--- src/hdl/scpc_pkg.sv ---
// ----------------------------------------------------------------------------
// scpc_pkg
// Shared types, constants and the arctangent table for the proximity checker.
// ----------------------------------------------------------------------------
package scpc_pkg;

  // q30 working word and full multiplier product
  typedef logic signed [35:0] word_t;
  typedef logic signed [71:0] prod_t;

  // angle argument in q23 degrees
  typedef logic signed [33:0] ang_t;

  localparam int MAX_CELLS = 64;
  localparam int CORDIC_STEPS = 30;

  // configuration register indexes
  localparam logic [1:0] REG_ACTIVE_CELLS = 2'd0;
  localparam logic [1:0] REG_HAZARD_RADIUS = 2'd1;
  localparam logic [1:0] REG_EARTH_RADIUS = 2'd2;

  // input beat commands
  localparam logic CMD_WRITE = 1'b0;
  localparam logic CMD_QUERY = 1'b1;

  localparam logic [63:0] PI_Q62 = 64'hC90FDAA22168C235;
  localparam logic [63:0] PI180_Q39 = (PI_Q62 >> 23) / 64'd180;

  localparam ang_t DEG90 = 34'sd754974720;
  localparam ang_t DEG180 = 34'sd1509949440;
  localparam ang_t DEG360 = 34'sd3019898880;

  localparam word_t ONE_Q30 = 36'sd1073741824;

  // distance = z * r * 128000 / 463 / 2^30
  localparam logic [29:0] KM_SCALE = 30'd128000;
  localparam logic [8:0] NM_DIV = 9'd463;

  typedef word_t atan_tab_t [CORDIC_STEPS];

  // atan(2^-i) in q30, series summed in q62 and rounded
  function automatic atan_tab_t atan_table();
    atan_tab_t tab;
    logic signed [63:0] sum;
    logic signed [63:0] term;
    int sh;
    for (int i = 0; i < CORDIC_STEPS; i++) begin
      if (i == 0) begin
        tab[i] = 36'(PI_Q62 >> 34);
      end else begin
        sum = 64'sd0;
        for (int k = 0; i * (2 * k + 1) <= 62; k++) begin
          sh = 62 - i * (2 * k + 1);
          term = (64'sd1 <<< sh) / 64'(2 * k + 1);
          if ((k % 2) == 1) begin
            sum = sum - term;
          end else begin
            sum = sum + term;
          end
        end
        tab[i] = 36'((sum + 64'sd2147483648) >>> 32);
      end
    end
    return tab;
  endfunction

endpackage

--- src/hdl/scpc_mul.sv ---
// ----------------------------------------------------------------------------
// scpc_mul
// Shared signed multiplier with a registered product.
// ----------------------------------------------------------------------------
module scpc_mul
  import scpc_pkg::*;
(
  input  logic  clk,
  input  word_t a,
  input  word_t b,
  output prod_t p
);

  always_ff @(posedge clk) begin
    p <= prod_t'(a) * prod_t'(b);
  end

endmodule

--- config.mk ---
export PLATFORM = sky130hd
export DESIGN_NAME = scpc_mul
export DESIGN_NICKNAME = d
export VERILOG_FILES = /design/src/hdl/scpc_pkg.sv /design/src/hdl/scpc_mul.sv
export SDC_FILE = /design/constraint.sdc
export NUM_CORES = 2
export LEC_CHECK = 0
export ABC_AREA = 1
export BUFFER_PORTS_ARGS = -buffer_cell sky130_fd_sc_hd__buf_2
export CAP_MARGIN = 20
export CORE_AREA = 5 5 477 244
export DETAILED_ROUTE_END_ITERATION = 8
export DIE_AREA = 0 0 482 249
export MAX_ROUTING_LAYER = met4
export SYNTH_ARGS = -nofsm -noshare
export SYNTH_HDL_FRONTEND = slang
export SYNTH_SLANG_ARGS = --single-unit
--- constraint.sdc ---
create_clock -name clk -period 26.9 [get_ports clk]
set_clock_uncertainty 0.05 [all_clocks]
set_input_delay 5.38 -clock clk [delete_from_list [all_inputs] [get_ports clk]]
set_output_delay 5.38 -clock clk [all_outputs]
set_load 0.03 [all_outputs]
==> results.toml <==
[status]
status = "finished, final reports clean"

[setup_path]
worstSetupStartpointType = "input pin"
cp-end-kind = "register"
cp_max_fo = 36
worstPathArrival_ns = 13.50
required_ns = 27.04
critical_path_class = "input pin to register"

[hold_path]
whs_path_depth = 3
worst_hold_path.endpoint = "p[0]"
hold_start = "b[0]"
hp-class = "input pin to register"

[logic_synthesis]
synth.mux.area_fraction = 0
synthFlopType = "dfxtp_1"
synth_simple_gate_area_frac = 0.158
synth.avg_cell_area_sq_um = 7.99
ys_seq_area_frac = 0.0289
synthCells = 6236
synth_seq_cells = 72
synth_nets = 7907
synth_xor_area_frac = 0.00826
synth.most_common_cell = "inv_1"
synth_area_leaders = "fa_1 55%, inv_1 15%, nand2_1 12%"
synth_top_family_by_area = "adder cells"
synth_fa_ha_area_frac = 0.609
ys_types = 38
yosysWarnings = 0
synth_edf_count = 0
syn-cell-area_sq_um = 49800
synth_area_leader_cell = "fa_1"
synth_top_area_share = 0.554
synth_common_cells = "2051 x inv_1, 1657 x nand2_1, 1379 x fa_1, 286 x clkbuf_1, 219 x ha_1"
synth_compound_area_frac = 0.0183
async_flop_share = 0

[detailed_routing]
wl_met3_um = 24900
firstDrtPassIters = 6
wl_um = 160000
vias_per_cell = 4.94
drc = 0
wl_met2_um = 56000
first_iter_violations = 3904
ant_nets = 0
wl_per_cell_um = 20.8
top_layer_used = "met4"
wl_met1_um = 77800
num_vias = 37900

[cells_and_area]
layout-drive-gt1-share = 0.0461
syn2layout_area_growth_pct = 4.53
reg_top3 = "p: 72 flops"
largest_register_ffs = 72
fin_nets = 7824
max_flop_register = "p"

[timing]
grt_setup_unrepaired = "false"
slew_headroom = 0.279
finalSetupViolations = 0
maxSlewViolCount = 0
fmax_ghz = 0.0749
fin_crit_sh = 0.496
tns_ns = 0
finalHoldViolCount = 0
finalCriticalPeriod_ns = 13.35
worstMarginPinSlew_ns = 1.08

[floorplan]
start_util = 0.446
rows = 87
fp.dieArea_sq_um = 120000
die_w_um = 482
die_h_um = 249
core_sq_um = 112000
ios = 145

[clocking]
cts_resized = 0
postCtsSetupBuffers = 0
cts-root-buf = "clkbuf_16"
clock_sinks = 72
cts.clk_slew.worst_paths_ns = 0.06
cts_tree = "yes"
cts_buffers = 9
hold_buffers = 0
h-tree-depth = 3
cts.path.max_buffers = 2

[global_route]
grt_pass1_wl_um = 250000
overflow = 0
antenna_found_initial = 4
grtUsageTotal = 0.284
grt_pass1_vias = 39800
grt_max_degree = 37

[placement]
place_hpwl_um = 138000
gp_congestion = 0.971
io_buffer_count = 144

[run]
max_cap_violations = 0
layout by cell type (no fill, tap or decap), types with 20 or more instances in the layout:
cell type / Yosys / final
nor2_1: 187 / 187
dfxtp_1: 72 / 72
nand2_1: 1657 / 1657
fa_1: 1379 / 1379
nand3_1: 74 / 74
ha_1: 219 / 219
buf_4: 0 / 48
a21oi_1: 85 / 85
o21ai_0: 37 / 37
nor2_2: 20 / 20
xor2_1: 40 / 40
inv_1: 2051 / 2051
buf_2: 0 / 144
critical path, cell delays in order:
cell	delay (ns)
buf_2	0.75
nand2_1	0.32
fa_1	0.76
inv_1	0.13
fa_1	0.55
inv_1	0.21
fa_1	0.60
inv_1	0.07
fa_1	0.48
fa_1	0.59
fa_1	0.43
fa_1	0.56
inv_1	0.08
fa_1	0.49
inv_1	0.05
ha_1	0.54
nand2_1	0.14
nor2_1	0.23
inv_1	0.11
nor2_1	0.28
nand2_1	0.19
o21bai_1	0.24
nand4_1	0.11
nand2_1	0.15
per-layer routing:
layer | track usage | vias up
met5 | - | -
met4 | 0.0213 | 0
met3 | 0.123 | 80
met2 | 0.333 | 1989
met1 | 0.455 | 19100
li1 | - | 16800
how the worst max path moves through the flow:
stage                from  endpoint  slack (ns)  cells after the start
finish              b[12]     p[54]       13.55                     24
global route        b[12]     p[63]       13.25                     21
CTS                 b[12]     p[71]       13.70                     22
detailed placement   b[0]     p[71]       13.32                     22
global placement    a[35]     p[63]       13.36                     22
floorplan           a[35]     p[68]       14.48                     24
layout make-up:
cell class / instances / area [sq um]
Timing Repair Buffer: 193 / 1100
Inverter: 2061 / 7740
Multi-Input combinational cell: 3816 / 39600
Antenna cell: 4 / 10.0
Clock inverter: 6 / 91.3
Sequential cell: 72 / 1440
Tap cell: 1513 / 1890
Clock buffer: 10 / 239
Fill cell: 11000 / 59500
cells by family (layout without fill, tap and decap cells):
| group | after synthesis | count (layout) |
|---|---|---|
| fa+ha+maj | 1598 | 1598 |
| simple gates | 2009 | 2009 |
| buf+inv | 2348 | 2270 |
| compound gates | 162 | 162 |
| other cells | 0 | 4 |
| xor+xnor | 47 | 47 |
| flops | 72 | 72 |
stage by stage:
step	std cells	setup WS (ns)	utilization	area, sq um	hold WS, ns
floorplan	6236	14.48	-	49800	5.65
global placement	7654	13.36	0.463	51700	5.77
detailed placement	7654	13.32	0.463	51700	5.76
CTS	7670	13.70	0.466	52000	5.70
global route	7674	13.25	0.467	52100	5.80
finish	7675	13.55	0.467	52100	5.77
Power is left out: the tool's default activity adds up to more than one toggle a clock period on the data nets, which glitch-free logic cannot reach.
