===== config.mk =====
export PLATFORM = sky130hd
export DESIGN_NAME = scpc_cdiv
export DESIGN_NICKNAME = d
export VERILOG_FILES = /design/src/hdl/scpc_pkg.sv /design/src/hdl/scpc_cdiv.sv
export SDC_FILE = /design/constraint.sdc
export NUM_CORES = 1
export LEC_CHECK = 0
export ABC_AREA = 0
export BUFFER_PORTS_ARGS = -buffer_cell sky130_fd_sc_hd__clkbuf_2
export CAP_MARGIN = 20
export CORE_UTILIZATION = 29
export DETAILED_ROUTE_END_ITERATION = 12
export GPL_ROUTABILITY_DRIVEN = 0
export PLACE_DENSITY_LB_ADDON = 0.3
export SYNTH_ARGS = -nofsm -noshare
export SYNTH_HDL_FRONTEND = slang
export SYNTH_SLANG_ARGS = --single-unit

===== constraint.sdc =====
create_clock -name clk -period 17.2 [get_ports clk]
set_clock_uncertainty 0.15 [all_clocks]
set_input_delay 0.86 -clock clk [delete_from_list [all_inputs] [get_ports clk]]
set_output_delay 0.86 -clock clk [all_outputs]
set_load 0.1 [all_outputs]

===== src/hdl/scpc_pkg.sv =====
// ----------------------------------------------------------------------------
// scpc_pkg
// Shared types, constants and the arctangent table for the proximity checker.
// ----------------------------------------------------------------------------
package scpc_pkg;

  // q30 working word and full multiplier product
  typedef logic signed [35:0] word_t;
  typedef logic signed [71:0] prod_t;

  // angle argument in q23 degrees
  typedef logic signed [33:0] ang_t;

  localparam int MAX_CELLS = 64;
  localparam int CORDIC_STEPS = 30;

  // configuration register indexes
  localparam logic [1:0] REG_ACTIVE_CELLS = 2'd0;
  localparam logic [1:0] REG_HAZARD_RADIUS = 2'd1;
  localparam logic [1:0] REG_EARTH_RADIUS = 2'd2;

  // input beat commands
  localparam logic CMD_WRITE = 1'b0;
  localparam logic CMD_QUERY = 1'b1;

  localparam logic [63:0] PI_Q62 = 64'hC90FDAA22168C235;
  localparam logic [63:0] PI180_Q39 = (PI_Q62 >> 23) / 64'd180;

  localparam ang_t DEG90 = 34'sd754974720;
  localparam ang_t DEG180 = 34'sd1509949440;
  localparam ang_t DEG360 = 34'sd3019898880;

  localparam word_t ONE_Q30 = 36'sd1073741824;

  // distance = z * r * 128000 / 463 / 2^30
  localparam logic [29:0] KM_SCALE = 30'd128000;
  localparam logic [8:0] NM_DIV = 9'd463;

  typedef word_t atan_tab_t [CORDIC_STEPS];

  // atan(2^-i) in q30, series summed in q62 and rounded
  function automatic atan_tab_t atan_table();
    atan_tab_t tab;
    logic signed [63:0] sum;
    logic signed [63:0] term;
    int sh;
    for (int i = 0; i < CORDIC_STEPS; i++) begin
      if (i == 0) begin
        tab[i] = 36'(PI_Q62 >> 34);
      end else begin
        sum = 64'sd0;
        for (int k = 0; i * (2 * k + 1) <= 62; k++) begin
          sh = 62 - i * (2 * k + 1);
          term = (64'sd1 <<< sh) / 64'(2 * k + 1);
          if ((k % 2) == 1) begin
            sum = sum - term;
          end else begin
            sum = sum + term;
          end
        end
        tab[i] = 36'((sum + 64'sd2147483648) >>> 32);
      end
    end
    return tab;
  endfunction

endpackage


===== src/hdl/scpc_cdiv.sv =====
// ----------------------------------------------------------------------------
// scpc_cdiv
// Unsigned divider for a 64-bit dividend by a small divisor, 8 quotient bits
// per cycle.
// ----------------------------------------------------------------------------
module scpc_cdiv
  import scpc_pkg::*;
(
  input  logic        clk,
  input  logic        rst,
  input  logic        start,
  input  logic [63:0] num,
  input  logic [8:0]  den,
  output logic        busy,
  output logic [63:0] quo
);

  logic [8:0]  rem;
  logic [8:0]  den_r;
  logic [2:0]  cnt;
  logic [8:0]  rem_next;
  logic [63:0] quo_next;

  // eight restoring steps on the narrow remainder
  always_comb begin
    logic [9:0] r;
    rem_next = rem;
    quo_next = quo;
    for (int b = 0; b < 8; b++) begin
      r = {rem_next, quo_next[63]};
      quo_next = {quo_next[62:0], 1'b0};
      if (r >= {1'b0, den_r}) begin
        r = r - {1'b0, den_r};
        quo_next[0] = 1'b1;
      end
      rem_next = r[8:0];
    end
  end

  always_ff @(posedge clk) begin
    if (rst) begin
      busy <= 1'b0;
      cnt <= '0;
    end else if (start) begin
      busy <= 1'b1;
      cnt <= '0;
      quo <= num;
      rem <= '0;
      den_r <= den;
    end else if (busy) begin
      quo <= quo_next;
      rem <= rem_next;
      cnt <= cnt + 3'd1;
      if (cnt == 3'd7) begin
        busy <= 1'b0;
      end
    end
  end

endmodule


==> impl_metrics.ini, run 1 <==
[outcome]
outcome = complete, no violations

[clock_tree]
cts.htree.levels = 3
clk_pin_slew_ps = 80
cts_hold_buf = 0
cts_tree = built
cts_buffers = 9
cts_max_path_buffers = 2
clock-sinks = 86
clkLatencyLatePin_ps = 340
root_buffer = clkbuf_16

[final_layout]
mostFrequentLayoutCell = clkbuf_2
nets = 1085
design_area_um2 = 9590
final_cell_mix = clkbuf_2, edfxtp_1, mux2_2
drive_gt1_share_pct = 37.6
nFillCells = 2559
area_delta_synth_final_pct = 26.6
num_antenna_cells = 0

[synth]
synth-seq-cells = 86
avgSynthCellArea_um2 = 10.2
syn_area_um2 = 7570
synthCells = 740
synth-edff-count = 82
yosysSeqAreaShare_pct = 33.6
yosysUniqueCellTypes = 68
yosys_warnings = 0
synth-main-ff-cell = edfxtp_1
async_reset_ff_share_pct = 0
syn-num-nets = 898

[critical_path]
worst_r2r_endpoint = rem[7]$_SDFFCE_PP0P_
endpoint_kind = flop
cp_common_cell = ha_1
critical_path.startpoint_type = flop
r2r-start = quo[63]$_DFFE_PP_
worst-path-max-fanout = 21
cp.depth = 77
ff2ff_setup_slack_ps = 820
r2r_cells = 77
path_delay_family = compound AO/OA/AOI/OAI gates
criticalPathCategory = flop to flop
slowest_delay_ps = 450
crit_arrival_ps = 16350
slowest_stage = fa_1
crit_buf_inv = 12
cp.required_ps = 17170

[grt]
grt_max_degree = 73
grtUsageTotal_pct = 16.7
grt_overflow = 0
grt_first_pass_wirelength_um = 34200
antenna_found_initial = 1
grt_pass1_vias = 6166

[floorplan]
design.core.area_um2 = 25400
start_util_pct = 29.8
io_pins = 141
fp.dieW_um = 164
die-area_um2 = 26800
rows = 58
die_h_um = 164

[min_path]
hold_depth = 2
min_from = cnt[0]$_SDFFE_PP0P_
hp-class = flop to flop
holdPathEnd = cnt[0]$_SDFFE_PP0P_

[detailed_routing]
num_vias = 6487
drtIter0Drc = 522
viasPerCell = 5.14
first_pass_iters = 5
drt-wirelength-per-cell_um = 18.0
route.detailed.drc = 0
ant_nets = 0
finalWirelength_um = 22800

[placement]
post_dp_cell_area_um2 = 8880
portBuffers = 140
hpwl_um = 17600

[timing]
max_freq_ghz = 0.0610
slew_violations = 0
min_period_ps = 16380
maxSlewHeadroom_pct = 39.5
worstMarginPinSlew_ps = 904
hold_viol_final = 0
min_period_over_period_pct = 95.3
finalSetupViolations = 0

[run]
drv_cap = 0
cells in the mapped netlist, types with 2 or more instances:
cell | n | share of area [%]
nor2_1 | 40 | 2.0
xor2_1 | 16 | 1.9
a211oi_1 | 9 | 0.89
o21bai_1 | 8 | 0.79
clkbuf_1 | 11 | 0.55
nand3_1 | 10 | 0.66
a21oi_1 | 49 | 3.2
nand2b_1 | 13 | 1.1
a221oi_1 | 2 | 0.23
nand4_1 | 13 | 1.1
ha_1 | 74 | 12
or2_2 | 3 | 0.25
nand2_1 | 43 | 2.1
a221oi_4 | 2 | 0.69
a31oi_1 | 7 | 0.58
or3_1 | 3 | 0.25
mux2_2 | 77 | 11
o221a_2 | 2 | 0.30
o21ai_1 | 4 | 0.26
buf_2 | 2 | 0.13
inv_1 | 52 | 2.6
and3_1 | 2 | 0.17
o21ai_0 | 37 | 2.4
o21a_1 | 9 | 0.89
o22ai_1 | 4 | 0.33
nor2b_1 | 11 | 0.91
fa_1 | 8 | 2.1
xnor2_1 | 36 | 4.2
nor3_1 | 11 | 0.73
edfxtp_1 | 82 | 33
nand3b_1 | 5 | 0.50
nand2_2 | 2 | 0.17
a21o_1 | 25 | 2.5
mux2i_1 | 19 | 2.5
and2_1 | 3 | 0.25
a311oi_1 | 2 | 0.23
or4_1 | 2 | 0.20
o221ai_1 | 7 | 0.81
buf_6 | 3 | 0.45
dfxtp_1 | 4 | 1.1
timing repair:
action	CTS	global route
pin swaps	1	16
endpoints found under the setup margin	10	10
cloned	0	1
gates resized for setup	7	51
setup buffers	1	17
cells by family after synthesis:
kind of cell / count (synthesis) / share of synthesized area [%]
muxes: 99 / 14.5
and+or+nand+nor: 166 / 11.0
buffers and inverters: 70 / 3.85
DFF: 86 / 33.6
adders and majority gates: 82 / 14.3
xor gates and xnor gates: 52 / 6.01
AOI/OAI and AO/OA: 185 / 16.8
per-layer routing:
layer | GRT usage, % | part of all wire [%]
met1 | 23.0 | 47
met5 | 0 | 0
met2 | 27.4 | 47
met3 | 2.72 | 4.3
met4 | 3.54 | 1.6
area by class of cell:
cell class	count	area, um2	share of cell area (%)
Sequential cell	86	2540	26.5
Clock inverter	7	86.3	0.901
Tap cell	330	413	4.31
Clock buffer	9	225	2.35
Inverter	52	195	2.04
Timing Repair Buffer	193	1130	11.7
Multi-Input combinational cell	585	5000	52.1
sequential cells by signal (all words and copies together), names as in the netlist:
signal  flops
den_r       9
quo        64
cnt         3
rem         9
busy        1
through the flow:
step / setup TNS, ps / setup WS [ps] / util [%] / hold slack [ps] / instances
after detailed placement: -1970 / -313 / 34.9 / 377 / 1227
final: 0 / 817 / 37.7 / 390 / 1262
after CTS: 0 / 82.9 / 36.3 / 389 / 1244
after global placement: 0 / 2.77 / 34.9 / 367 / 1227
after floorplan: 0 / 72.8 / - / 347 / 740
after global routing: -771 / -146 / 37.7 / 411 / 1262
worst max-delay path by stage:
stage / slack [ps] / from / endpoint
global placement: 3 / quo[63]$_DFFE_PP_ / rem[0]$_SDFFCE_PP0P_
detailed placement: -310 / quo[63]$_DFFE_PP_ / rem[0]$_SDFFCE_PP0P_
finish: 820 / quo[63]$_DFFE_PP_ / rem[7]$_SDFFCE_PP0P_
global route: -150 / quo[63]$_DFFE_PP_ / rem[0]$_SDFFCE_PP0P_
floorplan: 70 / quo[63]$_DFFE_PP_ / rem[0]$_SDFFCE_PP0P_
CTS: 80 / quo[63]$_DFFE_PP_ / rem[0]$_SDFFCE_PP0P_
tightest hold or removal path: cells and delay by family (launching register included):
kind	cells	cell delay, ps
flip-flops	1	330
XOR/XNOR	1	130
AND/OR/NAND/NOR	1	40
Power of run 1 is not shown: default switching activity piles up to over one toggle a cycle in this logic, so the estimate is an artifact.
==> run 2, diff against run 1 <==
- BUFFER_PORTS_ARGS: -buffer_cell sky130_fd_sc_hd__clkbuf_2 -> -buffer_cell sky130_fd_sc_hd__buf_2
- clock period: 17.2 -> 15.17 ns (I/O delays scaled with it)
==> run 2 against run 1 <==
The flow now finishes with violations (setup timing). Die area stayed put. Sequential cell count stayed put. Setup slack worse by 830 ps. Fmax is 7.9% higher. Via count is 9.7% higher. Design area is 22% higher. Global-route usage is 1.8 points higher. Wire length is 9.3% higher. Critical path depth is 1 higher. Register-to-register slack worse by 830 ps. Utilization is 8.2 points higher. Critical path type unchanged. Critical endpoint is now rem[5]$_SDFFCE_PP0P_.
==> impl_metrics.ini, run 2 (synthesis results as in run 1) <==
[clock_tree]
cts.htree.levels = 3
root_buffer = clkbuf_16
clkLatencyLatePin_ps = 340
cts_tree = built
cts_max_path_buffers = 2
cts_buffers = 9
clock-sinks = 86
clk_pin_slew_ps = 80
cts_hold_buf = 0

[final_layout]
layoutNonFillerInstCount = 1434
design_area_um2 = 11700
drive_gt1_share_pct = 55.2
nFillCells = 2415
regMostFlops = quo
largest_reg_flops = 64
nets = 1257
final_cell_mix = buf_4, buf_2, edfxtp_1
reg.largest.list = quo: 64 flops, den_r: 9 flops, rem: 9 flops
mostFrequentLayoutCell = buf_4
area_delta_synth_final_pct = 54.2
num_antenna_cells = 0

[floorplan]
start_util_pct = 29.8
die-area_um2 = 26800
io_pins = 141
die_h_um = 164
design.core.area_um2 = 25400
rows = 58
fp.dieW_um = 164

[critical_path]
ff2ff_setup_slack_ps = -10
endpoint_kind = flop
startpoint = den_r[0]$_DFFE_PP_
path_delay_family = compound AO/OA/AOI/OAI gates
cp.depth = 78
worst-path-max-fanout = 8
crit_arrival_ps = 15200
critical_path.startpoint_type = flop
slowest_stage = edfxtp_1
worst_r2r_endpoint = rem[5]$_SDFFCE_PP0P_
cp_common_cell = a21o_1
cp.required_ps = 15180
r2r_cells = 78
crit_buf_inv = 8
slowest_delay_ps = 430
r2r-start = den_r[0]$_DFFE_PP_
critPathCapture = rem[5]$_SDFFCE_PP0P_
criticalPathCategory = flop to flop

[timing]
max_freq_ghz = 0.0659
final.setup.tns_ps = -12.3
hold_viol_final = 0
slew_violations = 0
min_period_over_period_pct = 100
min_period_ps = 15180
maxSlewHeadroom_pct = 38.2
layout_setup_ws_ps = -12.3
rsz0062_at_grt = true
finalSetupViolations = 1
worstMarginPinSlew_ps = 927

[grt]
grt_max_degree = 75
grt_pass1_vias = 7183
grt_first_pass_wirelength_um = 38200
grt_overflow = 0
grtUsageTotal_pct = 18.6
antenna_found_initial = 0

[outcome]
outcome = finished, violations left
violations = setup timing

[placement]
dp.cells = 1367
hpwl_um = 19000
portBuffers = 140
post_dp_cell_area_um2 = 10300

[run]
drv_cap = 0

[detailed_routing]
drtIter0Drc = 410
viasPerCell = 4.96
route.detailed.drc = 0
num_vias = 7119
ant_nets = 0
finalWirelength_um = 24900
first_pass_iters = 5
drt-wirelength-per-cell_um = 17.3

[min_path]
hp-class = flop to flop
[run 2: final cells by class]
cell class	count	area, um2	share of cell area, %
Multi-Input combinational cell	584	5740	49.1
Sequential cell	86	2540	21.8
Timing Repair Buffer	366	2480	21.3
Tap cell	330	413	3.54
Clock buffer	9	225	1.93
Inverter	52	195	1.67
Clock inverter	7	81.3	0.696
[run 2: worst min path at each step]
stage / start / to / slack [ps] / depth (start not counted)
finish: cnt[1]$_SDFFE_PP0P_ / cnt[1]$_SDFFE_PP0P_ / 380 / 2
global route: den[7] / den_r[7]$_DFFE_PP_ / 430 / 1
CTS: cnt[1]$_SDFFE_PP0P_ / cnt[1]$_SDFFE_PP0P_ / 390 / 2
detailed placement: cnt[0]$_SDFFE_PP0P_ / cnt[0]$_SDFFE_PP0P_ / 370 / 2
global placement: cnt[1]$_SDFFE_PP0P_ / cnt[1]$_SDFFE_PP0P_ / 360 / 2
floorplan: cnt[1]$_SDFFE_PP0P_ / cnt[1]$_SDFFE_PP0P_ / 350 / 2
[run 2: what timing repair did]
item / CTS / global route
endpoints found under the setup margin: 10 / 10
resized for setup: 80 / 53
setup buffers: 38 / 12
cloned: 1 / 0
pin swaps: 43 / 60
[run 2: per-layer routing]
layer  share of wire, %  vias up  GRT usage [%]
li1                   -     3499              -
met1                 46     3416           24.7
met2                 49      161           31.4
met3                3.3       43           2.64
met4                2.1        0           4.55
met5                  0        -              0
[run 2: per-stage QoR]
step	setup slack, ps	utilization, %	hold WS [ps]
4_1_cts	4.43	44.6	385
5_1_grt	-800	46.0	427
2_1_floorplan	-328	-	347
3_3_place_gp	-324	40.5	364
6_report	-12.3	46.0	382
3_5_place_dp	-533	40.5	373
[run 2: tightest hold or removal path, delay by kind of cell (launching register included)]
family        cells  cell delay (ps)
flops             1              320
mux               1              120
simple gates      1               60
Power of run 2 is left out for the same reason.
==> run 3, diff against run 2 <==
- CORE_UTILIZATION: 29 -> 43
- SKIP_LAST_GASP: unset -> 1
==> run 3 against run 2 <==
The flow still finishes with violations (setup timing). Via count rose by 0.66%. Clock-buffer cell count did not move. Fmax down 2.5%. Non-clock buffer count down 60. Sequential cell count stayed put. Worst hold slack improved by 4.9 ps. Register-to-register slack got worse by 390 ps. Design area is 5.9% lower. Utilization up 18 points. Wire length fell by 1.6%. Global-route usage grew 7.6 points. Largest cell class unchanged. Die area decreased by 32%.
==> impl_metrics.ini, run 3 (synthesis results as in run 1) <==
[critical_path]
critical_path.startpoint_type = flop
worst-path-max-fanout = 7
crit_arrival_ps = 15500
slowest_delay_ps = 420
crit_buf_inv = 23
endpoint_kind = flop
slowest_stage = edfxtp_1
cp.required_ps = 15090
cp_common_cell = buf_4
criticalPathCategory = flop to flop
path_delay_family = compound AO/OA/AOI/OAI gates

[timing]
max_freq_ghz = 0.0642
slew_violations = 0
maxSlewHeadroom_pct = 36.2
hold_viol_final = 0
rsz0062_at_grt = true
worstMarginPinSlew_ps = 953
min_period_over_period_pct = 103
finalSetupViolations = 10
layout_setup_ws_ps = -403
whs_ps = 386
min_period_ps = 15570

[detailed_routing]
drtIter0Drc = 561
drt-wirelength-per-cell_um = 19.3
num_vias = 7166
first_pass_iters = 5
finalWirelength_um = 24500
ant_nets = 0
route.detailed.drc = 0
viasPerCell = 5.64

[floorplan]
fp.dieW_um = 135
die_h_um = 135
io_pins = 141
start_util_pct = 43.9
design.core.area_um2 = 17200
rows = 48
die-area_um2 = 18100

[clock_tree]
cts_hold_buf = 0
cts_tree = built
clk_pin_slew_ps = 60
clock-sinks = 86
clkLatencyLatePin_ps = 340
cts_buffers = 9
cts_max_path_buffers = 2
cts.htree.levels = 3
root_buffer = clkbuf_16

[placement]
dp.cells = 1172
hpwl_um = 17400
post_dp_cell_area_um2 = 9480
portBuffers = 140

[min_path]
hp-class = flop to flop

[grt]
grt_max_degree = 75
grtUsageTotal_pct = 26.1
grt_pass1_vias = 7063
antenna_found_initial = 2
grt_overflow = 0
grt_first_pass_wirelength_um = 36100

[final_layout]
num_antenna_cells = 0
reg.largest.list = quo: 64 flops, den_r: 9 flops, rem: 9 flops
design_area_um2 = 11000
final_cell_mix = buf_4, buf_2, edfxtp_1
layoutNonFillerInstCount = 1270
area_delta_synth_final_pct = 45.2
regMostFlops = quo
largest_reg_flops = 64
drive_gt1_share_pct = 52.5
nFillCells = 1304
nets = 1198
mostFrequentLayoutCell = buf_4

[run]
drv_cap = 0

[outcome]
outcome = finished, violations left
violations = setup timing
[run 3: final cells by class]
class	count	area, um2	area share (%)
multi-input cells	585	5650	51.4
flip-flops and latches	86	2540	23.1
repair buffers	306	2000	18.2
well taps	225	282	2.56
clock buffers	9	225	2.05
inverters	52	195	1.78
clock inverters	7	101	0.922
[run 3: worst reg2reg max path: cells and delay by family, from the launching register on]
kind            cells  cell delay, ps
fa+ha+maj           9            2480
simple gates       14            1840
compound gates     29            5740
flops               1             420
xor+xnor            2             540
buf+inv            23            2750
mux                 5            1390
[run 3: metrics by stage]
stage                     TNS (ps)  worst slack (ps)  utilization, %
final                        -2900              -403            63.8
after detailed placement     -4320              -547            55.0
after CTS                        0              3.12            61.2
after global routing        -11330             -1170            63.8
after floorplan              -2070              -328               -
after global placement       -1280              -221            55.0
[run 3: final timing paths]
check / startpoint / slack [ps] / cells past startpoint / endpoint
worst max register to register: quo[63]$_DFFE_PP_ / -400 / 82 / rem[8]$_SDFFCE_PP0P_
worst min register to register: cnt[1]$_SDFFE_PP0P_ / 390 / 2 / cnt[1]$_SDFFE_PP0P_
worst max-delay path: quo[63]$_DFFE_PP_ / -400 / 82 / rem[8]$_SDFFCE_PP0P_
worst min-delay path: cnt[1]$_SDFFE_PP0P_ / 390 / 2 / cnt[1]$_SDFFE_PP0P_
[run 3: metal layers]
metal | track usage (%) | vias up | wire, um
li1 | - | 3385 | -
met1 | 31.8 | 3405 | 9950
met2 | 44.2 | 287 | 12000
met3 | 5.11 | 85 | 1480
met4 | 12.9 | 4 | 1030
met5 | 0 | - | 27
[run 3: timing repair]
action	in CTS	in global routing
cloned	2	0
setup buffers	55	26
setup endpoints to repair	10	10
pin swaps	45	62
hold endpoints to repair	0	0
gates resized for setup	66	55
Power of run 3 is left out for the same reason.
